### config.mk
export PLATFORM = sky130hd
export DESIGN_NAME = pbo_div
export DESIGN_NICKNAME = d
export VERILOG_FILES = /design/src/hdl/pbo_pkg.sv /design/src/hdl/pbo_div.sv
export SDC_FILE = /design/constraint.sdc
export NUM_CORES = 1
export LEC_CHECK = 0
export BUFFER_PORTS_ARGS = -buffer_cell sky130_fd_sc_hd__buf_2
export CORE_UTILIZATION = 40
export DETAILED_ROUTE_END_ITERATION = 6
export PLACE_DENSITY = 0.66
export SLEW_MARGIN = 20
export SYNTH_ARGS = -nofsm -noshare
export SYNTH_HDL_FRONTEND = slang
export SYNTH_SLANG_ARGS = --single-unit
### constraint.sdc
create_clock -name clk_i -period 7.7 [get_ports clk_i]
set_clock_uncertainty 0.05 [all_clocks]
set_input_delay 0.77 -clock clk_i [delete_from_list [all_inputs] [get_ports clk_i]]
set_output_delay 0.77 -clock clk_i [all_outputs]
set_load 0.005 [all_outputs]
### src/hdl/pbo_pkg.sv
package pbo_pkg;

  // Blend mode codes as held in the blend mode register.
  typedef enum logic [3:0] {
    MODE_NORMAL     = 4'd0,
    MODE_MULTIPLY   = 4'd1,
    MODE_SCREEN     = 4'd2,
    MODE_OVERLAY    = 4'd3,
    MODE_HARD_LIGHT = 4'd4,
    MODE_SOFT_LIGHT = 4'd5,
    MODE_DODGE      = 4'd6,
    MODE_BURN       = 4'd7,
    MODE_LIN_DODGE  = 4'd8,
    MODE_LIN_BURN   = 4'd9,
    MODE_DARKEN     = 4'd10,
    MODE_LIGHTEN    = 4'd11,
    MODE_DIFFERENCE = 4'd12,
    MODE_EXCLUSION  = 4'd13
  } blend_mode_e;

  localparam int CfgIdxW = 2;

  typedef enum logic [CfgIdxW-1:0] {
    CFG_BLEND_MODE    = 2'd0,
    CFG_LAYER_OPACITY = 2'd1,
    CFG_FILL_OPACITY  = 2'd2
  } cfg_index_e;

  typedef struct packed {
    logic [7:0] src_red;
    logic [7:0] src_green;
    logic [7:0] src_blue;
    logic [7:0] src_alpha;
    logic [7:0] dst_red;
    logic [7:0] dst_green;
    logic [7:0] dst_blue;
    logic [7:0] dst_alpha;
  } pix_in_t;

  typedef struct packed {
    logic [7:0] out_red;
    logic [7:0] out_green;
    logic [7:0] out_blue;
    logic [7:0] out_alpha;
    logic       changed;
  } pix_out_t;

  // Long divider geometry: one quotient bit per stage.
  localparam int DivNumW   = 40;
  localparam int DivDenW   = 32;
  localparam int DivStages = 8;

  // Front stages, blend divider, composite stages, final divider.
  localparam int PipeDepth = 13 + 3 + DivStages;

  localparam logic [23:0] CUBE       = 24'd16581375;  // 255^3
  localparam logic [31:0] SOFT_DEN   = 32'd16711680;  // 255 * 65536
  localparam logic [31:0] SQ255      = 32'd65025;     // 255^2
  localparam logic [39:0] SQ255_BIAS = 40'd65024;     // turns a floor into a ceiling

  typedef logic [255:0][16:0] root_tab_t;

  // Q1.16 square root of a/255 for every 8-bit a, built at elaboration.
  function automatic root_tab_t build_root_tab();
    root_tab_t       tab;
    longint unsigned v;
    longint unsigned r;
    longint unsigned bt;
    for (int a = 0; a < 256; a++) begin
      v  = (longint'(a) << 32) / 255;
      r  = 0;
      bt = 64'd1 << 32;
      while (bt > v) bt = bt >> 2;
      while (bt != 0) begin
        if (v >= r + bt) begin
          v = v - (r + bt);
          r = (r >> 1) + bt;
        end else begin
          r = r >> 1;
        end
        bt = bt >> 2;
      end
      tab[a] = r[16:0];
    end
    return tab;
  endfunction

  localparam root_tab_t ROOT_TAB = build_root_tab();

endpackage

### src/hdl/pbo_div.sv
// Pipelined restoring divider. The quotient is known to fit in DivStages
// bits unless sat_o is set, which flags num >= den * 2^DivStages.
module pbo_div (
  input  logic                         clk_i,
  input  logic                         en_i,
  input  logic [pbo_pkg::DivNumW-1:0]  num_i,
  input  logic [pbo_pkg::DivDenW-1:0]  den_i,
  output logic [pbo_pkg::DivStages-1:0] quo_o,
  output logic                         sat_o
);

  localparam int NW = pbo_pkg::DivNumW;
  localparam int DW = pbo_pkg::DivDenW;
  localparam int NS = pbo_pkg::DivStages;

  logic [NW-1:0] rem_q [NS];
  logic [DW-1:0] den_q [NS];
  logic [NS-1:0] quo_q [NS];
  logic          sat_q [NS];

  for (genvar k = 0; k < NS; k++) begin : g_stage
    logic [NW-1:0] rem_in;
    logic [NW-1:0] dsh;
    logic [DW-1:0] den_in;
    logic [NS-1:0] quo_in;
    logic [NS-1:0] quo_d;
    logic          sat_in;
    logic          ge;

    if (k == 0) begin : g_first
      assign rem_in = num_i;
      assign den_in = den_i;
      assign quo_in = '0;
      assign sat_in = num_i >= {den_i, {NS{1'b0}}};
    end else begin : g_next
      assign rem_in = rem_q[k-1];
      assign den_in = den_q[k-1];
      assign quo_in = quo_q[k-1];
      assign sat_in = sat_q[k-1];
    end

    assign dsh = NW'(den_in) << (NS - 1 - k);
    assign ge  = rem_in >= dsh;

    always_comb begin
      quo_d             = quo_in;
      quo_d[NS - 1 - k] = ge;
    end

    always_ff @(posedge clk_i) begin
      if (en_i) begin
        rem_q[k] <= ge ? rem_in - dsh : rem_in;
        den_q[k] <= den_in;
        quo_q[k] <= quo_d;
        sat_q[k] <= sat_in;
      end
    end
  end

  assign quo_o = quo_q[NS-1];
  assign sat_o = sat_q[NS-1];

endmodule

==> flow_metrics.tcl, run 1 <==
set metrics [dict create \
    outcome "finished, final reports clean" \
    path_delay_family "compound AO/OA/AOI/OAI gates" \
    cpMostUsedCell "o21bai_1" \
    clkSinkCount 548 \
    reg2reg_to "rem_q[3][2]" \
    post_cts_buffers 0 \
    r2r.worst_path.cells 9 \
    finish.utilization_pct 44.8 \
    antenna_found_initial 0 \
    clk_pin_slew_ps 60 \
    ys.flop_type "edfxtp_1" \
    track_usage_pct 16.8 \
    ys_types 84 \
    synth_nets 3606 \
    hp-start "num_i[3]" \
    rows 106 \
    area_growth_pct 10.9 \
    required_ps 8010 \
    vias 23652 \
    hold_viol 0 \
    worst-path-buf-inv 1 \
    port_buffers 82 \
    viasPerCell 5.33 \
    critPathMaxStageDelay_ps 750 \
    avgRoutedWirePerCell_um 16.3 \
    cts_tree "done" \
    place_hpwl_um 55500 \
    core-area_mm2 0.0836 \
    final_cell_count_no_fill 4441 \
    fin_setup_tns_ps 0 \
    post-route-min-period_ps 4160 \
    min_delay_path_depth 1 \
    worstSkewPairLatency_ps 650 \
    insertedDiodeCount 0 \
    die_area_mm2 0.0856 \
    crit_slowest_cell "nor4_4" \
    drive_gt1_share_pct 7.65 \
    yosysTopAreaCellShare_pct 48.7 \
    ant_nets 0 \
    synth_area_leaders "edfxtp_1 49%, ha_1 11%, a21oi_1 4.0%" \
    cts.repair.resized 0 \
    routed_wl_um 72200 \
    power.leakage_nw 15.3 \
    yosys_warnings 0 \
    syn_avg_cell_area_um2 10.4 \
    stdcell_area_mm2 0.0375 \
    cts_buffers 61 \
    hold_end "rem_q[0][3]" \
    dieWidth_um 293 \
    synth_edf_count 548 \
    gp_congestion 0.931 \
    cts.htree.levels 2 \
    die_h_um 293 \
    maxCapViolations 0 \
    synth-seq-cells 548 \
    setup_viol 0 \
    holdBufCountCts 0 \
    rsz0062_at_grt "no" \
    slew_headroom_pct 28.0 \
    most-common-layout-cells "548 x edfxtp_1, 316 x inv_1, 301 x nand2_1, 288 x ha_1, 268 x a21oi_1" \
    path_cells "ha_1, a211oi_1, o21bai_1, o21bai_1, a31oi_1, o311a_1, nor4_4, buf_4, mux2_2" \
    fin_nets 3678 \
    start_kind "register" \
    hp-class "input pin to register" \
    irDropWorstVdd_uv 224 \
    drc 0 \
    grt_pass1_wl_um 118000 \
    grt_start_max_net_pins 155 \
    cts_buffer_depth 3 \
    max_freq_mhz 241 \
    timing.rr.start "rem_q[2][45]" \
    p_per_area_mw_per_mm2 348 \
    tightestPinTransition_ps 1050 \
    overflow 0 \
    cts_root_buf "clkbuf_16" \
    grt_pass1_vias 23068 \
    dpl.cell_count 4326 \
    final_common_cell "edfxtp_1" \
    async_reset_ff_share_pct 0 \
    initial_core_util_pct 40.4 \
    syn_inst 3237 \
    drv_slew 0 \
    worst-path-max-fanout 52 \
    ios 83 \
    ys_seq_area_share_pct 48.7 \
    dpl-instance-area_mm2 0.0353 \
    fin_crit_sh_pct 54.0 \
    first_pass_iters 6 \
    worstSetupEndpointType "register" \
    reg2reg_slack_ps 3540 \
    yosysTopAreaCell "edfxtp_1" \
    crit_arrival_ps 4470 \
    dr.first_iter.drc_count 1616 \
    synthesis.area_mm2 0.0338 \
    worst-setup-path-type "register to register" \
]
where the power goes:
group	total, W	internal, W	switching, W
registers	0.00471	0.00431	0.000405
logic	0.00527	0.00227	0.00301
clock network	0.00305	0.00187	0.00118
per-stage QoR:
stage          hold slack [ps]  total power, W  setup WS (ps)
6_report                   255          0.0130           3540
5_1_grt                    227          0.0140           3230
4_1_cts                    211          0.0131           3570
3_5_place_dp               355         0.00998           3330
3_3_place_gp               351         0.00993           3350
2_1_floorplan              350         0.00872           4330
worst max-delay path by stage:
stage | startpoint | end | slack, ps | cells after the start
floorplan | den_i[1] | rem_q[0][21] | 4330 | 11
global placement | den_i[1] | rem_q[0][21] | 3350 | 12
detailed placement | den_i[1] | rem_q[0][21] | 3330 | 12
CTS | rem_q[2][45] | rem_q[3][2] | 3570 | 9
global route | rem_q[0][6] | rem_q[0][74] | 3230 | 13
finish | rem_q[2][45] | rem_q[3][2] | 3540 | 9
cells in the mapped netlist (all sizes together) (33+ instances only):
master,n
a21o,131
nand4,39
a21oi,268
edfxtp,548
o21bai,36
o21ai,268
xor2,75
o21a,33
buf,35
ha,288
xnor2,130
a211oi,33
nand3,74
nand2,301
clkbuf,50
nor2,178
inv,317
mux2,34
state kept, by name (all words and copies together) (netlist names):
name	cells
rem_q	280
quo_q	36
den_q	224
sat_q	8
per-layer routing:
metal	up-vias	part of all wire, %	track usage (%)
met1	10887	46	22.1
met3	146	3.8	1.95
met5	-	0	0
met4	0	3.8	6.40
met2	569	47	28.3
li1	12050	-	-
kinds of logic (layout without fill, tap and decap cells):
| family | after synthesis | count (layout) | share of synthesized area [%] |
|---|---|---|---|
| buf+inv | 402 | 526 | 4.67 |
| flops | 548 | 548 | 48.7 |
| xor+xnor | 205 | 205 | 5.31 |
| fa+ha+maj | 295 | 295 | 11.1 |
| mux | 37 | 37 | 1.22 |
| simple gates | 793 | 793 | 11.1 |
| compound gates | 957 | 957 | 17.9 |
area by class of cell:
class / instances / area [um^2]
fillers: 7847 / 46100
flip-flops and latches: 548 / 16500
multi-input cells: 2287 / 15800
clock buffers: 72 / 1590
well taps: 1080 / 1350
inverters: 317 / 1190
clock inverters: 43 / 553
repair buffers: 94 / 548
worst register-to-register path: stages (launching register included):
cell      delay, ps
edfxtp_1        390
ha_1            370
a211oi_1        260
o21bai_1        140
o21bai_1        300
a31oi_1         240
o311a_1         430
nor4_4          750
buf_4           550
mux2_2          420
No activity file was read; power rests on OpenSTA's default activity.
==> inputs of run 2 (changes only) <==
PLACE_DENSITY = 0.68   (was 0.66)
clock period = 3.7 ns   (was 7.7 ns; I/O delays follow)
==> run 2 against run 1 <==
Against the previous run: sequential share of layout area down 1.1 points; flip-flop and latch count unchanged; critical endpoint is now rem_q[2][33]; maximum frequency up 19%; global-route usage up 0.16 points; clock-buffer cell count down 8.
==> flow_metrics.tcl, run 2 (synthesized netlist as in run 1, its figures left out) <==
set metrics [dict create \
    worstSetupEndpointType "register" \
    dpl-instance-area_mm2 0.0359 \
    timing.rr.start "rem_q[1][45]" \
    vias 24091 \
    cts_buffer_depth 3 \
    area_growth_pct 13.6 \
    finish.utilization_pct 45.9 \
    port_buffers 82 \
    drc 0 \
    multiInputGateArea_mm2 0.0159 \
    grt_pass1_vias 23540 \
    p_switching_w 0.00965 \
    fin_crit_sh_pct 94.7 \
    maxCapViolations 0 \
    gp_congestion 0.916 \
    required_ps 4030 \
    avgRoutedWirePerCell_um 16.1 \
    reg2reg_to "rem_q[2][33]" \
    track_usage_pct 16.9 \
    worst-path-buf-inv 0 \
    path_cells "ha_1, nor2b_1, o31ai_1, a21oi_1, nor3_2, a22oi_1, a311o_1, a41oi_1, xnor2_1, mux2_2" \
    ios 83 \
    insertedDiodeCount 0 \
    post-route-min-period_ps 3500 \
    comb_power_share_pct 41.8 \
    cts_root_buf "clkbuf_16" \
    ant_nets 0 \
    largest_reg_flops 280 \
    clk_pin_slew_ps 60 \
    path_delay_family "compound AO/OA/AOI/OAI gates" \
    final_common_cell "edfxtp_1" \
    reg2reg_slack_ps 200 \
    outcome "finished, final reports clean" \
    setup_viol 0 \
    routed_wl_um 73300 \
    slew_headroom_pct 43.2 \
    worst-path-max-fanout 5 \
    hold_viol 0 \
    place_hpwl_um 57000 \
    crit_arrival_ps 3830 \
    worstSkewPairLatency_ps 630 \
    crit_slowest_cell "a311o_1" \
    nFillCells 7822 \
    hp-start "num_i[30]" \
    hp-class "input pin to register" \
    reg.largest.list "rem_q: 280 flops, den_q: 224 flops, quo_q: 36 flops" \
    tightestPinTransition_ps 846 \
    grt_pass1_wl_um 119000 \
    fin_setup_tns_ps 0 \
    start_kind "register" \
    cts_buffers 58 \
    drv_slew 0 \
    viasPerCell 5.30 \
    min_delay_path_depth 3 \
    top_register "rem_q" \
    stdcell_area_mm2 0.0384 \
    irDropWorstVdd_uv 402 \
    cts.htree.levels 2 \
    grt_start_max_net_pins 87 \
    p_clk_share_pct 21.9 \
    rows 106 \
    hold_end "rem_q[0][30]" \
    p_int_w 0.0174 \
    final-seq-area_mm2 0.0165 \
    core-area_mm2 0.0836 \
    sw_frac_of_total_pct 35.7 \
    first_pass_iters 6 \
    most-common-layout-cells "548 x edfxtp_1, 316 x inv_1, 301 x nand2_1, 288 x ha_1, 268 x a21oi_1" \
    worst-setup-path-type "register to register" \
    initial_core_util_pct 40.4 \
    drive_gt1_share_pct 9.45 \
    cts_tree "done" \
    seq_power_share_pct 36.4 \
    r2r.worst_path.cells 10 \
    die_area_mm2 0.0856 \
    antenna_found_initial 0 \
    power.leakage_nw 15.7 \
    critPathMaxStageDelay_ps 470 \
    dr.first_iter.drc_count 1748 \
    max_freq_mhz 285 \
    fin_nets 3781 \
    p_per_area_mw_per_mm2 705 \
    die_h_um 293 \
    overflow 0 \
    clkSinkCount 548 \
    dieWidth_um 293 \
]
run 2: layer usage:
| metal | track usage, % | vias up | wire, um |
|---|---|---|---|
| li1 | - | 12273 | - |
| met1 | 22.4 | 11088 | 33800 |
| met2 | 28.6 | 600 | 34000 |
| met3 | 1.89 | 130 | 2950 |
| met4 | 6.18 | 0 | 2560 |
| met5 | 0 | - | 0 |
run 2: cell type report:
class	count	area share, %
inverter	317	3.10
clock buffer	64	3.89
timing repair buffer	199	4.11
tap	1080	3.52
sequential	548	42.9
multi-input combinational	2288	41.3
clock inverter	46	1.21
run 2: worst max-delay path by stage:
stage,from,endpoint,slack (ps),depth (start not counted)
floorplan,rem_q[2][41],rem_q[3][37],460,13
global placement,rem_q[2][41],rem_q[3][37],100,13
detailed placement,rem_q[2][41],rem_q[3][37],100,13
CTS,rem_q[1][6],rem_q[1][47],110,12
global route,rem_q[0][6],rem_q[0][78],-1,13
finish,rem_q[1][45],rem_q[2][33],200,10
run 2: per-stage QoR:
stage	total power, W	setup slack, ps	hold slack (ps)	std cells
detailed placement	0.0210	103	355	4383
CTS	0.0271	107	1.20	4540
finish	0.0270	195	34.1	4542
global route	0.0289	-1.23	41.0	4542
global placement	0.0209	95.6	351	4383
floorplan	0.0181	465	350	3237
run 2: worst min-delay path: stages:
cell and delay [ps]:
buf_2 110, nand2_1 50, o21ai_0 60
run 2: what timing repair did:
action | in CTS | in global routing
gates resized for setup | 0 | 11
endpoints found under the setup margin | 0 | 74
endpoints found under the hold margin | 47 | 0
hold buffers | 47 | 0
buffers inserted | 0 | 1
run 2: power by group through the flow:
stage                     combinational, W  clock [W]  sequential (W)
after floorplan                    0.00859          0         0.00955
after global placement              0.0110          0         0.00994
after detailed placement            0.0111          0         0.00994
after CTS                           0.0112    0.00606         0.00982
after global routing                0.0126    0.00629         0.00998
final                               0.0113    0.00591         0.00983
==> inputs of run 3 (changes only) <==
CTS_BUF_LIST = sky130_fd_sc_hd__clkbuf_8   (was unset)
==> run 3 against run 2 <==
Against the previous run: die area unchanged; setup slack got worse by 25 ps; sequential power about the same; worst hold slack better by 92 ps; non-clock buffer count is 24 higher; register-to-register slack got worse by 20 ps; flip-flop and latch count is the same; wire length about the same; critical path depth is 1 higher; global-route usage is 0.066 points higher; clock-buffer cell count up 32; maximum frequency decreased by 0.70%.
==> flow_metrics.tcl, run 3 (synthesized netlist as in run 1, its figures left out) <==
set metrics [dict create \
    grt_start_max_net_pins 87 \
    drc 0 \
    path_cells "inv_1, ha_1, nor2b_1, o31ai_1, a21oi_1, nor3_2, a22oi_1, a311o_1, a41oi_1, xnor2_1, mux2_2" \
    worst-path-max-fanout 5 \
    required_ps 4070 \
    fin_crit_sh_pct 95.4 \
    setup_ws_ps 170 \
    tightestPinTransition_ps 876 \
    cts_tree "done" \
    fin_nets 3841 \
    place_hpwl_um 57000 \
    initial_core_util_pct 40.4 \
    p_per_area_mw_per_mm2 680 \
    rows 106 \
    max_freq_mhz 283 \
    clkSinkCount 548 \
    cts_root_buf "clkbuf_8" \
    cts_buffers 94 \
    post-route-min-period_ps 3530 \
    start_kind "register" \
    top_register "rem_q" \
    cts.htree.levels 3 \
    outcome "finished, final reports clean" \
    most-common-layout-cells "548 x edfxtp_1, 340 x inv_1, 301 x nand2_1, 288 x ha_1, 268 x a21oi_1" \
    overflow 0 \
    die_h_um 293 \
    final_common_cell "edfxtp_1" \
    drv_slew 0 \
    gp_congestion 0.916 \
    ios 83 \
    critPathMaxStageDelay_ps 470 \
    grt_pass1_vias 23852 \
    maxCapViolations 0 \
    track_usage_pct 17.0 \
    ant_nets 0 \
    port_buffers 82 \
    area_growth_pct 13.7 \
    grt_pass1_wl_um 119000 \
    die_area_mm2 0.0856 \
    vias 24283 \
    worst-setup-path-type "register to register" \
    viasPerCell 5.25 \
    largest_reg_flops 280 \
    slew_headroom_pct 41.2 \
    irDropWorstVdd_uv 303 \
    drive_gt1_share_pct 9.99 \
    worstSkewPairLatency_ps 680 \
    first_pass_iters 5 \
    reg.largest.list "rem_q: 280 flops, den_q: 224 flops, quo_q: 36 flops" \
    dieWidth_um 293 \
    crit_arrival_ps 3900 \
    fin_setup_tns_ps 0 \
    avgRoutedWirePerCell_um 15.9 \
    crit_slowest_cell "a311o_1" \
    cts_buffer_depth 3 \
    place_ws_ps 103 \
    worstSetupEndpointType "register" \
    hp-class "input pin to register" \
    setup_viol 0 \
    rsz0062_at_grt "no" \
    clk_pin_slew_ps 60 \
    core-area_mm2 0.0836 \
    dr.first_iter.drc_count 1551 \
    hold_viol 0 \
    antenna_found_initial 2 \
    routed_wl_um 73400 \
    power.leakage_nw 15.9 \
]
run 3: cell count changes in the layout (fill, tap and decap cells not counted), sizes merged:
cell,change
clkbuf,+32
clkinv,+12
bufinv,-5
clkinvlp,-5
dlygate4sd3,+24
diode,+2
inv,+25
run 3: layout make-up:
type | count | area (um^2)
tap | 1080 | 1350
timing repair buffer | 223 | 1820
clock inverter | 73 | 414
sequential | 548 | 16500
inverter | 317 | 1190
antenna | 2 | 5.00
clock buffer | 96 | 1320
fill | 7872 | 45200
multi-input combinational | 2288 | 15800
run 3: path summary, 6_finish.rpt:
path,startpoint,end,slack (ps),cells after the start
hold reg to reg,sat_q[1][0],sat_q[1][1],360,0
setup / recovery,den_q[1][34],rem_q[2][33],170,11
hold / removal,en_i,den_q[1][34],130,1
setup reg to reg,den_q[1][34],rem_q[2][33],170,11
run 3: repair_timing:
action / CTS / global route
endpoints found under the hold margin: 71 / 0
buffers inserted: 0 / 1
endpoints found under the setup margin: 0 / 65
resized for setup: 0 / 9
hold buffers: 71 / 0
run 3: metal layers:
| metal | vias up | part of all wire, % | GRT usage [%] |
|---|---|---|---|
| met5 | - | 0 | 0 |
| met4 | 0 | 3.7 | 7.07 |
| met3 | 164 | 3.5 | 2.35 |
| met2 | 589 | 47 | 28.4 |
| met1 | 11123 | 46 | 22.1 |
| li1 | 12407 | - | - |
run 3: worst max-delay path: cells and delay by family (launching register included):
family,cells,cell delay (ps)
AOI/OAI and AO/OA,5,1520
and+or+nand+nor,2,550
DFF,1,420
adders and majority gates,1,270
muxes,1,270
buffers and inverters,1,90
xor gates and xnor gates,1,90
run 3: stage by stage:
stage               total power (W)  util, %  std cells  hold slack (ps)  area, um^2
finish                       0.0261     46.0       4627              126       38400
global route                 0.0281     46.0       4627             97.7       38400
CTS                          0.0262     45.9       4623             68.2       38300
detailed placement           0.0210     42.9       4383              355       35900
global placement             0.0209     42.9       4383              351       35900
floorplan                    0.0181        -       3237              350       33800
run 3: report_power, final:
| group | internal [W] | switching, W |
|---|---|---|
| clock network | 0.00263 | 0.00236 |
| registers | 0.00896 | 0.000878 |
| logic | 0.00498 | 0.00631 |
